### config.mk
export PLATFORM = sky130hd
export DESIGN_NAME = square_matrix_multiply_unit
export DESIGN_NICKNAME = d
export VERILOG_FILES = /design/src/hw/rtl/smm_pkg.sv /design/src/hw/rtl/smm_seq.sv /design/src/hw/rtl/smm_mac.sv /design/src/hw/rtl/square_matrix_multiply_unit.sv
export SDC_FILE = /design/constraint.sdc
export NUM_CORES = 2
export LEC_CHECK = 0
export ABC_AREA = 1
export ABC_CLOCK_PERIOD_IN_PS = 11300
export CAP_MARGIN = 40
export CORE_ASPECT_RATIO = 1.25
export CORE_MARGIN = 1
export CORE_UTILIZATION = 35
export DETAILED_ROUTE_END_ITERATION = 8
export DONT_BUFFER_PORTS = 1
export GPL_ROUTABILITY_DRIVEN = 0
export HOLD_SLACK_MARGIN = 0.15
export PLACE_DENSITY = 0.6
export RECOVER_POWER = 100
export REMOVE_ABC_BUFFERS = 1
export SYNTH_ARGS = -nofsm -noshare
export SYNTH_HDL_FRONTEND = slang
export SYNTH_SLANG_ARGS = --single-unit
export TNS_END_PERCENT = 30
### constraint.sdc
create_clock -name clock -period 11.3 [get_ports clock]
set_input_delay 0 -clock clock [delete_from_list [all_inputs] [get_ports clock]]
set_output_delay 0 -clock clock [all_outputs]
set_load 0.1 [all_outputs]
### src/hw/rtl/smm_pkg.sv
// Shared types, constants and helpers for the square matrix multiply unit.
// Used by smm_seq, smm_mac and square_matrix_multiply_unit; depends on nothing.
package smm_pkg;

   // largest matrix dimension the stores hold
   localparam int MAX_SIZE = 8;

   localparam int IDX_W   = 3;                         // row / column field width
   localparam int SIZE_W  = 4;                         // size register width
   localparam int ELEM_W  = 16;                        // Q1.15 element
   localparam int PROD_W  = 2 * ELEM_W;                // Q2.30 product
   localparam int ACC_W   = 35;                        // Q5.30 dot product
   localparam int DEPTH   = MAX_SIZE * MAX_SIZE;
   localparam int ADDR_W  = $clog2(DEPTH);

   // request kinds
   localparam logic [1:0] KIND_LOAD_A = 2'd0;
   localparam logic [1:0] KIND_LOAD_B = 2'd1;
   localparam logic [1:0] KIND_START  = 2'd2;

   // one multiply-accumulate step as it travels down the pipeline
   typedef struct packed {
      logic             valid;
      logic             first_k;
      logic             last_k;
      logic             last_run;
      logic [IDX_W-1:0] row;
      logic [IDX_W-1:0] col;
   } ctrl_type;

   // row-major store address
   function automatic logic [ADDR_W-1:0] store_addr(input logic [IDX_W-1:0] row,
                                                    input logic [IDX_W-1:0] col);
      return ADDR_W'(32'(row) * MAX_SIZE + 32'(col));
   endfunction

   // clamp the size register to 1 .. MAX_SIZE and return n-1
   function automatic logic [IDX_W-1:0] last_index(input logic [SIZE_W-1:0] size);
      logic [SIZE_W-1:0] n;
      n = size;
      if (n == '0) n = SIZE_W'(1);
      if (n > SIZE_W'(MAX_SIZE)) n = SIZE_W'(MAX_SIZE);
      return IDX_W'(n - SIZE_W'(1));
   endfunction

endpackage

### src/hw/rtl/smm_seq.sv
// Loop sequencer of the square matrix multiply unit: walks i, j, k over the
// configured size and issues store addresses and step control. Uses smm_pkg.
module smm_seq (
   input  logic                        clock,
   input  logic                        reset,
   input  logic                        go,
   input  logic [smm_pkg::IDX_W-1:0]   last_idx,
   output logic                        busy,
   output logic [smm_pkg::ADDR_W-1:0]  a_addr,
   output logic [smm_pkg::ADDR_W-1:0]  b_addr,
   output smm_pkg::ctrl_type           ctrl
);
   import smm_pkg::*;

   typedef enum logic {ST_IDLE, ST_RUN} state_type;

   state_type        state_ff, state_in;
   logic [IDX_W-1:0] i_ff, i_in;
   logic [IDX_W-1:0] j_ff, j_in;
   logic [IDX_W-1:0] k_ff, k_in;
   logic [IDX_W-1:0] last_ff, last_in;
   logic             k_end, j_end, i_end;

   assign k_end = (k_ff == last_ff);
   assign j_end = (j_ff == last_ff);
   assign i_end = (i_ff == last_ff);

   // advance k innermost, then j, then i
   always_comb begin
      state_in = state_ff;
      i_in     = i_ff;
      j_in     = j_ff;
      k_in     = k_ff;
      last_in  = last_ff;
      case (state_ff)
         ST_IDLE: begin
            if (go) begin
               state_in = ST_RUN;
               i_in     = '0;
               j_in     = '0;
               k_in     = '0;
               last_in  = last_idx;
            end
         end
         ST_RUN: begin
            k_in = k_end ? '0 : k_ff + IDX_W'(1);
            if (k_end) begin
               j_in = j_end ? '0 : j_ff + IDX_W'(1);
               if (j_end) begin
                  i_in = i_ff + IDX_W'(1);
                  if (i_end) state_in = ST_IDLE;
               end
            end
         end
         default: state_in = ST_IDLE;
      endcase
   end

   // hold state and loop counters
   always_ff @(posedge clock) begin
      if (reset) begin
         state_ff <= ST_IDLE;
      end else begin
         state_ff <= state_in;
      end
      i_ff    <= i_in;
      j_ff    <= j_in;
      k_ff    <= k_in;
      last_ff <= last_in;
   end

   // issue one step per cycle while running
   assign busy          = (state_ff == ST_RUN);
   assign a_addr        = store_addr(i_ff, k_ff);
   assign b_addr        = store_addr(k_ff, j_ff);
   assign ctrl.valid    = (state_ff == ST_RUN);
   assign ctrl.first_k  = (k_ff == '0);
   assign ctrl.last_k   = k_end;
   assign ctrl.last_run = k_end && j_end && i_end;
   assign ctrl.row      = i_ff;
   assign ctrl.col      = j_ff;

endmodule

### src/hw/rtl/smm_mac.sv
// Shared multiply-accumulate unit: registered 16x16 product, then a 35-bit
// accumulator that emits one dot product per run of k steps. Uses smm_pkg.
module smm_mac (
   input  logic                              clock,
   input  logic                              reset,
   input  logic signed [smm_pkg::ELEM_W-1:0] a_val,
   input  logic signed [smm_pkg::ELEM_W-1:0] b_val,
   input  smm_pkg::ctrl_type                 ctrl,
   output logic                              rsp_strobe,
   output logic [smm_pkg::IDX_W-1:0]         rsp_row,
   output logic [smm_pkg::IDX_W-1:0]         rsp_col,
   output logic signed [smm_pkg::ACC_W-1:0]  rsp_value,
   output logic                              rsp_last
);
   import smm_pkg::*;

   logic signed [PROD_W-1:0] a_ext, b_ext;
   logic signed [PROD_W-1:0] prod_ff, prod_in;
   ctrl_type                 ctrl_ff;
   logic signed [ACC_W-1:0]  acc_ff, acc_in;
   logic                     strobe_ff;
   logic [IDX_W-1:0]         row_ff, col_ff;
   logic                     last_ff;

   // multiply stage
   assign a_ext   = PROD_W'(a_val);
   assign b_ext   = PROD_W'(b_val);
   assign prod_in = a_ext * b_ext;

   always_ff @(posedge clock) begin
      if (reset) begin
         ctrl_ff <= '0;
      end else begin
         ctrl_ff <= ctrl;
      end
      prod_ff <= prod_in;
   end

   // accumulate stage: restart the sum on the first k step
   assign acc_in = ctrl_ff.first_k ? ACC_W'(prod_ff) : acc_ff + ACC_W'(prod_ff);

   always_ff @(posedge clock) begin
      if (reset) begin
         strobe_ff <= 1'b0;
      end else begin
         strobe_ff <= ctrl_ff.valid && ctrl_ff.last_k;
      end
      if (ctrl_ff.valid) begin
         acc_ff  <= acc_in;
         row_ff  <= ctrl_ff.row;
         col_ff  <= ctrl_ff.col;
         last_ff <= ctrl_ff.last_run;
      end
   end

   assign rsp_strobe = strobe_ff;
   assign rsp_row    = row_ff;
   assign rsp_col    = col_ff;
   assign rsp_value  = acc_ff;
   assign rsp_last   = last_ff;

endmodule

### src/hw/rtl/square_matrix_multiply_unit.sv
// Top level of the square matrix multiply unit: A and B stores, size register,
// sequencer and shared MAC. Uses smm_pkg, smm_seq and smm_mac.
//
// Usage:
//   A request is taken at a rising edge with start high and busy low. Kind
//   load A / load B writes one element into the A or B store (row-major,
//   indexes at or above MAX_SIZE dropped); load requests give no response.
//   Kind start multiplies the leading n-by-n corners, n = csr size clamped to
//   1 .. MAX_SIZE, and emits n*n responses in row-major order, last one
//   flagged by rsp_last_of_run. Kind 3 is dropped.
//   A start holds busy high while the single MAC takes one k step per cycle;
//   each response passes the store read, product and accumulator registers,
//   so the last response is taken after busy falls.
//   Each response is valid for one cycle on rsp_strobe; the receiver cannot
//   stall, so it must take every strobe.
//   Reset (synchronous) clears busy and the pipeline and sets the size to
//   MAX_SIZE; the stores are undefined until written.
//   Write csr_wr_data via csr_wr_en only while no responses are pending.
module square_matrix_multiply_unit (
   input  logic                              clock,
   input  logic                              reset,
   input  logic                              start,
   output logic                              busy,
   input  logic [1:0]                        req_kind,
   input  logic [smm_pkg::IDX_W-1:0]         req_row_index,
   input  logic [smm_pkg::IDX_W-1:0]         req_col_index,
   input  logic signed [smm_pkg::ELEM_W-1:0] req_element_value,
   output logic                              rsp_strobe,
   output logic [smm_pkg::IDX_W-1:0]         rsp_out_row,
   output logic [smm_pkg::IDX_W-1:0]         rsp_out_col,
   output logic signed [smm_pkg::ACC_W-1:0]  rsp_product_value,
   output logic                              rsp_last_of_run,
   input  logic                              csr_wr_en,
   input  logic [smm_pkg::SIZE_W-1:0]        csr_wr_data
);
   import smm_pkg::*;

   logic                     accept;
   logic                     in_range;
   logic [ADDR_W-1:0]        wr_addr;
   logic [SIZE_W-1:0]        size_ff;
   logic [ADDR_W-1:0]        a_addr, b_addr;
   ctrl_type                 seq_ctrl;
   ctrl_type                 rd_ctrl_ff;
   logic signed [ELEM_W-1:0] a_mem [DEPTH];
   logic signed [ELEM_W-1:0] b_mem [DEPTH];
   logic signed [ELEM_W-1:0] a_rd_ff, b_rd_ff;

   assign accept   = start && !busy;
   assign in_range = ({1'b0, req_row_index} < (IDX_W + 1)'(MAX_SIZE)) &&
                     ({1'b0, req_col_index} < (IDX_W + 1)'(MAX_SIZE));
   assign wr_addr  = store_addr(req_row_index, req_col_index);

   // size register
   always_ff @(posedge clock) begin
      if (reset) begin
         size_ff <= SIZE_W'(MAX_SIZE);
      end else if (csr_wr_en) begin
         size_ff <= csr_wr_data;
      end
   end

   smm_seq u_seq (
      .clock    (clock),
      .reset    (reset),
      .go       (accept && (req_kind == KIND_START)),
      .last_idx (last_index(size_ff)),
      .busy     (busy),
      .a_addr   (a_addr),
      .b_addr   (b_addr),
      .ctrl     (seq_ctrl)
   );

   // write the stores on load requests
   always_ff @(posedge clock) begin
      if (accept && in_range && (req_kind == KIND_LOAD_A)) begin
         a_mem[wr_addr] <= req_element_value;
      end
      if (accept && in_range && (req_kind == KIND_LOAD_B)) begin
         b_mem[wr_addr] <= req_element_value;
      end
   end

   // registered store reads, control delayed alongside
   always_ff @(posedge clock) begin
      if (reset) begin
         rd_ctrl_ff <= '0;
      end else begin
         rd_ctrl_ff <= seq_ctrl;
      end
      a_rd_ff <= a_mem[a_addr];
      b_rd_ff <= b_mem[b_addr];
   end

   smm_mac u_mac (
      .clock      (clock),
      .reset      (reset),
      .a_val      (a_rd_ff),
      .b_val      (b_rd_ff),
      .ctrl       (rd_ctrl_ff),
      .rsp_strobe (rsp_strobe),
      .rsp_row    (rsp_out_row),
      .rsp_col    (rsp_out_col),
      .rsp_value  (rsp_product_value),
      .rsp_last   (rsp_last_of_run)
   );

endmodule

# Word-level counts from Yosys, hierarchy flattened
# Memory sizes are Yosys's and may differ from the RTL's. A register that Yosys moved wholly into a read port is not among the register bits.
# Cells that the tools add are included.
# op_classes
add_sub_neg	8
n_mul	1
magnitude_cmp	1
n_eq_ne	8
mux	21
n_bitwise	1
reduce_logical	14
# ops
operator	count
$add A35 B32 Y35	1
$mux W35	1
$mul A16 B16 Y32	1
$mux W3	7
$add A6 B3 Y6	3
$pmux W3 S2	3
$add A3 B1 Y3 const B	3
$eq A3 B3 Y1	3
$mux W1	8
$logic_and A1 B1 Y1	7
$gt A4 B4 Y1 const B	1
$logic_not A4 Y1	1
$mux W4	1
$ne A2 B2 Y1 const B	2
$reduce_and A2 Y1	2
$logic_not A3 Y1	1
$reduce_and A3 Y1	1
$sub A3 B1 Y3 const B	1
$eq A2 B1 Y1 const B	1
$eq A2 B2 Y1 const B	1
$logic_not A2 Y1	1
$ne A2 B1 Y1 const B	1
$pmux W1 S2	1
$logic_not A1 Y1	1
$not A1 Y1	1
# word_totals
reg_bits	112
ramBits	2048
in_bits	32
out_inout_bits	44
wordCells	80
mem_count	2
# mem_list
memory	words	width	rd	rd_clocked_by_memory_dff	write_ports	line_no	source
a_mem	64	16	1	1	1	square_matrix_multiply_unit.sv:45	logic signed [ELEM_W-1:0] a_mem [DEPTH];
b_mem	64	16	1	1	1	square_matrix_multiply_unit.sv:46	logic signed [ELEM_W-1:0] b_mem [DEPTH];

# Longest topological paths before layout
# logic_depth
depth_word	5
mapped_depth	29
depth_no_buf	27

# Modules after synthesis
# Synthesis repeated with hierarchy kept, for this count alone.
# unflattened
hier_cells	9321
area_unflattened_um2	101345.9
# by_module_without_submodules
mod	instances	cells_each	area_each_um2	seq_area_each_um2
square_matrix_multiply_unit	1	7143	84812.6	62419.9
smm_mac	1	2086	15712.6	2122.0
smm_seq	1	92	820.8	380.4

# Least setup slack after synthesis
# OpenSTA, ideal clock, no wires.
# synth_timing
path_kind	register -> register
start	register a_rd_ff[15] (read register of a_mem)
end	register u_mac.prod_ff[31]
setup_ns	0.112
t_arrival_ns	5.479
required_ns	11.188
slack_ns	5.709
stages_incl_launch_ff	21
path_buffers	1
synth_period_minus_slack_ns	5.591
path_cell_list	dfxtp_1 -> clkbuf_1 -> nand2_1 -> inv_1 -> fa_1 -> fa_1 -> fa_1 -> fa_1 -> inv_1 -> fa_1 -> inv_1 -> fa_1 -> ha_1 -> inv_1 -> nor3_1 -> nand2_1 -> or2_2 -> nand3_1 -> inv_1 -> nand2_1 -> nand2_1
# synth_between
elab_chain_len	1
# synth_lines
item	line_no	source
start, declared	square_matrix_multiply_unit.sv:47	logic signed [ELEM_W-1:0] a_rd_ff, b_rd_ff;
$mul A16 B16 Y32	smm_mac.sv:28	assign prod_in = a_ext * b_ext;
named net u_mac.prod_in[31]	smm_mac.sv:18	logic signed [PROD_W-1:0] prod_ff, prod_in;
end signal, assigned	smm_mac.sv:36	prod_ff <= prod_in;
end, declared	smm_mac.sv:18	
# The timed path passes the listed nets, and every way through them passes these cells.
# A chain may end at the register's enable or synchronous reset.

# Final worst setup path
# layout_timing
start	register u_seq.k_ff[1]
end	register a_rd_ff[14] (read register of a_mem)
# layout_between
elab_chain_len	1
# layout_lines
item	line_no	source
start, declared	smm_seq.sv:20	logic [IDX_W-1:0] k_ff, k_in;
start signal, assigned	smm_seq.sv:68	k_ff <= k_in;
$add A6 B3 Y6	smm_pkg.sv:34	return ADDR_W'(32'(row) * MAX_SIZE + 32'(col));
# Every way passes these cells.

==> impl_metrics.toml <==
[yosys]
syn_area_sq_um = 98600
synth_cell_types = 37
ys_ff_latch = 2192
yosysTopAreaCellShare_pct = 64.0
synthCells = 8647
synth_top_family_by_area = "simple AND/OR/NAND/NOR gates"
yosys-top-cells-area = "edfxtp_1, nand2_1, fa_1, o21ai_0, nor2_1"
yosys.area_share.simple_pct = 13.1
yosys_warnings = 0
ys.flop_type = "edfxtp_1"
synth_compound_area_share_pct = 9.09
synthXorXnorAreaFrac_pct = 0.435
synthArstFlopShare_pct = 0
synth_edf_count = 2102
ys_seq_area_share_pct = 65.8
synth_top_area_cell = "edfxtp_1"
synthMuxAreaShare_pct = 0
yosys.area_share.adder_pct = 6.87
syn_avg_cell_area_sq_um = 11.4

[die]
die_x_um = 477
core_sq_um = 280000
die_h_um = 595
initial_utilization_pct = 35.2
num_io_pins = 76
placement_rows = 217
die_area_sq_um = 284000

[worst_hold_path]
hp-class = "input pin to flop"
whs_path_depth = 4
hold_path_end = "size_ff[3]"
min-delay-start = "csr_wr_data[3]"

[grt]
grt_usage_pct = 19.2
overflow = 0
antenna_found_initial = 14
grt_pass1_wl_um = 417000
grt_max_degree = 211
grt_pass1_vias = 65500

[setup_path]
ff2ff_path_depth = 11
r2r_setup_slack_ns = 2.74
r2r_start = "u_seq.k_ff[1]"
cp.required_ns = 12.12
cpMaxStageDelayCell = "clkbuf_1"
cpMostUsedCell = "nand2_1"
critPathCaptureType = "flop"
cpLargestDelayFamily = "buffers and inverters"
crit_path_cell_trace = "buf_4, clkbuf_1, clkbuf_1, o21ai_0, o22ai_1, nand2_1, nand2_1, nand2_1, nand3_1, nand3_1, nand2_1"
start_kind = "flop"
r2r-end = "a_rd_ff[14]"
cp_max_fo = 76
crit_buf_inv = 3
cp_slowest_stage_delay_ns = 2.76
path_depth = 11
path_class = "flop to flop"
arrival_ns = 9.38

[routing]
route.detailed.drc = 0
ant_nets = 0
drt_iter0_drc = 6844
via_count = 66700
dr.pass1.iters = 6
vias_per_cell = 5.32
wire_per_inst_um = 22.4
wl_um = 281000

[power]
powerDensity_nw_per_um2 = 245
total_power_w = 0.0269
p_leak_nw = 39.2
peakVddDrop_mv = 0.519

[final_layout]
fillCellCount = 26300
drive_gt1_share_pct = 4.38
fin_nets = 9059
seqCellArea_sq_um = 64900
layout_common_cells = "edfxtp_1, nand2_1, nor2_1"
final_common_cell = "edfxtp_1"
area_growth_pct = 11.3
fin_cells = 12500
post-route-util_pct = 39.2
multi_input_area_sq_um = 29200

[sta]
finalCriticalPeriod_ns = 8.56
slew_headroom_pct = -374
fin_hold_ws_ns = 0.378
tightest_slew_ns = 7.11
post-route-period-util_pct = 75.7
fmax_mhz = 117
tns_ns = 0
rsz0062_at_grt = "false"
skew_ns = 0.0964
setup_viol = 0
finalMaxSlewViolations = 2727
timing_hold_violations_final = 0

[cts]
numCtsBuffers = 212
htreeDepth = 4
cts.sinks = 2192
clk_pin_slew_ns = 0.06
clockBufferDepth = 4
postCtsSetupBuffers = 0
clkLatencyLatePin_ns = 0.90
cts_root_buf = "clkbuf_16"
hold_buffers = 66
cts_tree = "done"
cts_resized = 0

[run_status]
status = "finished with violations"
violations = "max-capacitance violations, max-slew violations"

[placement]
port_buffers = 0
place_inst = 12100
dpl.hpwl_um = 165000

[job]
maxCapViolCount = 29
-- cell families (layout without fill, tap and decap cells) --
family                     count (synthesis)  in the layout
adders and majority gates                384            384
AOI/OAI and AO/OA                       1651           1651
DFF                                     2192           2192
and+or+nand+nor                         3277           3277
other                                      0              3
buffers and inverters                   1094           1259
xor gates and xnor gates                  49             49
-- final cells by class --
class | count | share of cell area, %
Clock buffer | 262 | 5.09
Sequential cell | 2192 | 59.2
Timing Repair Buffer | 305 | 1.78
Antenna cell | 3 | 0.00684
Tap cell | 3723 | 4.25
Multi-Input combinational cell | 5361 | 26.6
Inverter | 571 | 1.99
Clock inverter | 121 | 1.11
-- state kept, by name, summed over array words and instances (netlist names) --
name and flops:
size_ff 4, u_mac.rsp_row 3, a_rd_ff 16, b_mem 1024, u_seq.k_ff 3, b_rd_ff 16
u_mac.ctrl_ff 10, u_seq.last_ff 3, u_mac.rsp_last 1, u_mac.rsp_strobe 1, u_mac.prod_ff 32, u_seq.i_ff 3
u_mac.rsp_value 35, u_seq.j_ff 3, u_mac.rsp_col 3, rd_ctrl_ff 10, u_seq.busy 1, a_mem 1024
-- synthesized netlist by cell type, types with 23 or more instances --
master,instances
nor3_1,29
o21ai_1,64
dfxtp_1,90
nand3_1,397
nor2_1,1262
buf_4,31
o21ai_0,978
ha_1,121
fa_1,263
xor2_1,23
o22ai_1,496
buf_1,34
nand2_1,1544
a21oi_1,78
inv_1,565
edfxtp_1,2102
buf_2,126
clkbuf_1,301
xnor2_1,26
-- where the power goes --
part	switching, W	leakage, nW	total, W	internal [W]
registers	0.000151	19.6	0.00935	0.00920
logic	0.00672	16.2	0.0104	0.00371
clock network	0.00308	3.33	0.00709	0.00401
total	0.00994	39.2	0.0269	0.0169
-- per-stage QoR --
step | setup WS [ns] | instance area, sq um
3_3_place_gp | 5.06 | 102000
5_1_grt | 2.44 | 110000
2_1_floorplan | -7.30 | 96200
3_5_place_dp | 5.18 | 104000
6_report | 2.74 | 110000
4_1_cts | 5.15 | 112000
-- per-layer routing --
metal  wire length [um]  GRT usage [%]
met1             110000           24.1
met2             138000           33.2
met3              19300           2.31
met4              13300           8.51
met5                 60              0
-- worst max path at each step --
stage | end | slack (ns) | from
after floorplan | b_rd_ff[10] | -7.30 | u_seq.j_ff[0]
after global placement | u_mac.prod_ff[31] | 5.06 | a_rd_ff[15]
after detailed placement | u_mac.prod_ff[31] | 5.18 | a_rd_ff[15]
after CTS | u_mac.prod_ff[31] | 5.15 | a_rd_ff[15]
after global routing | a_rd_ff[3] | 2.44 | u_seq.k_ff[1]
final | a_rd_ff[14] | 2.74 | u_seq.k_ff[1]
-- worst reg2reg max path, cell delays in order, from the launching register on --
cell and delay, ns:
edfxtp_1 0.46, buf_4 0.75, clkbuf_1 2.80, clkbuf_1 2.74, o21ai_0 0.41, o22ai_1 0.36
nand2_1 0.10, nand2_1 0.09, nand2_1 0.05, nand3_1 0.29, nand3_1 0.28, nand2_1 0.19
Power figures use the tool's default switching activity.
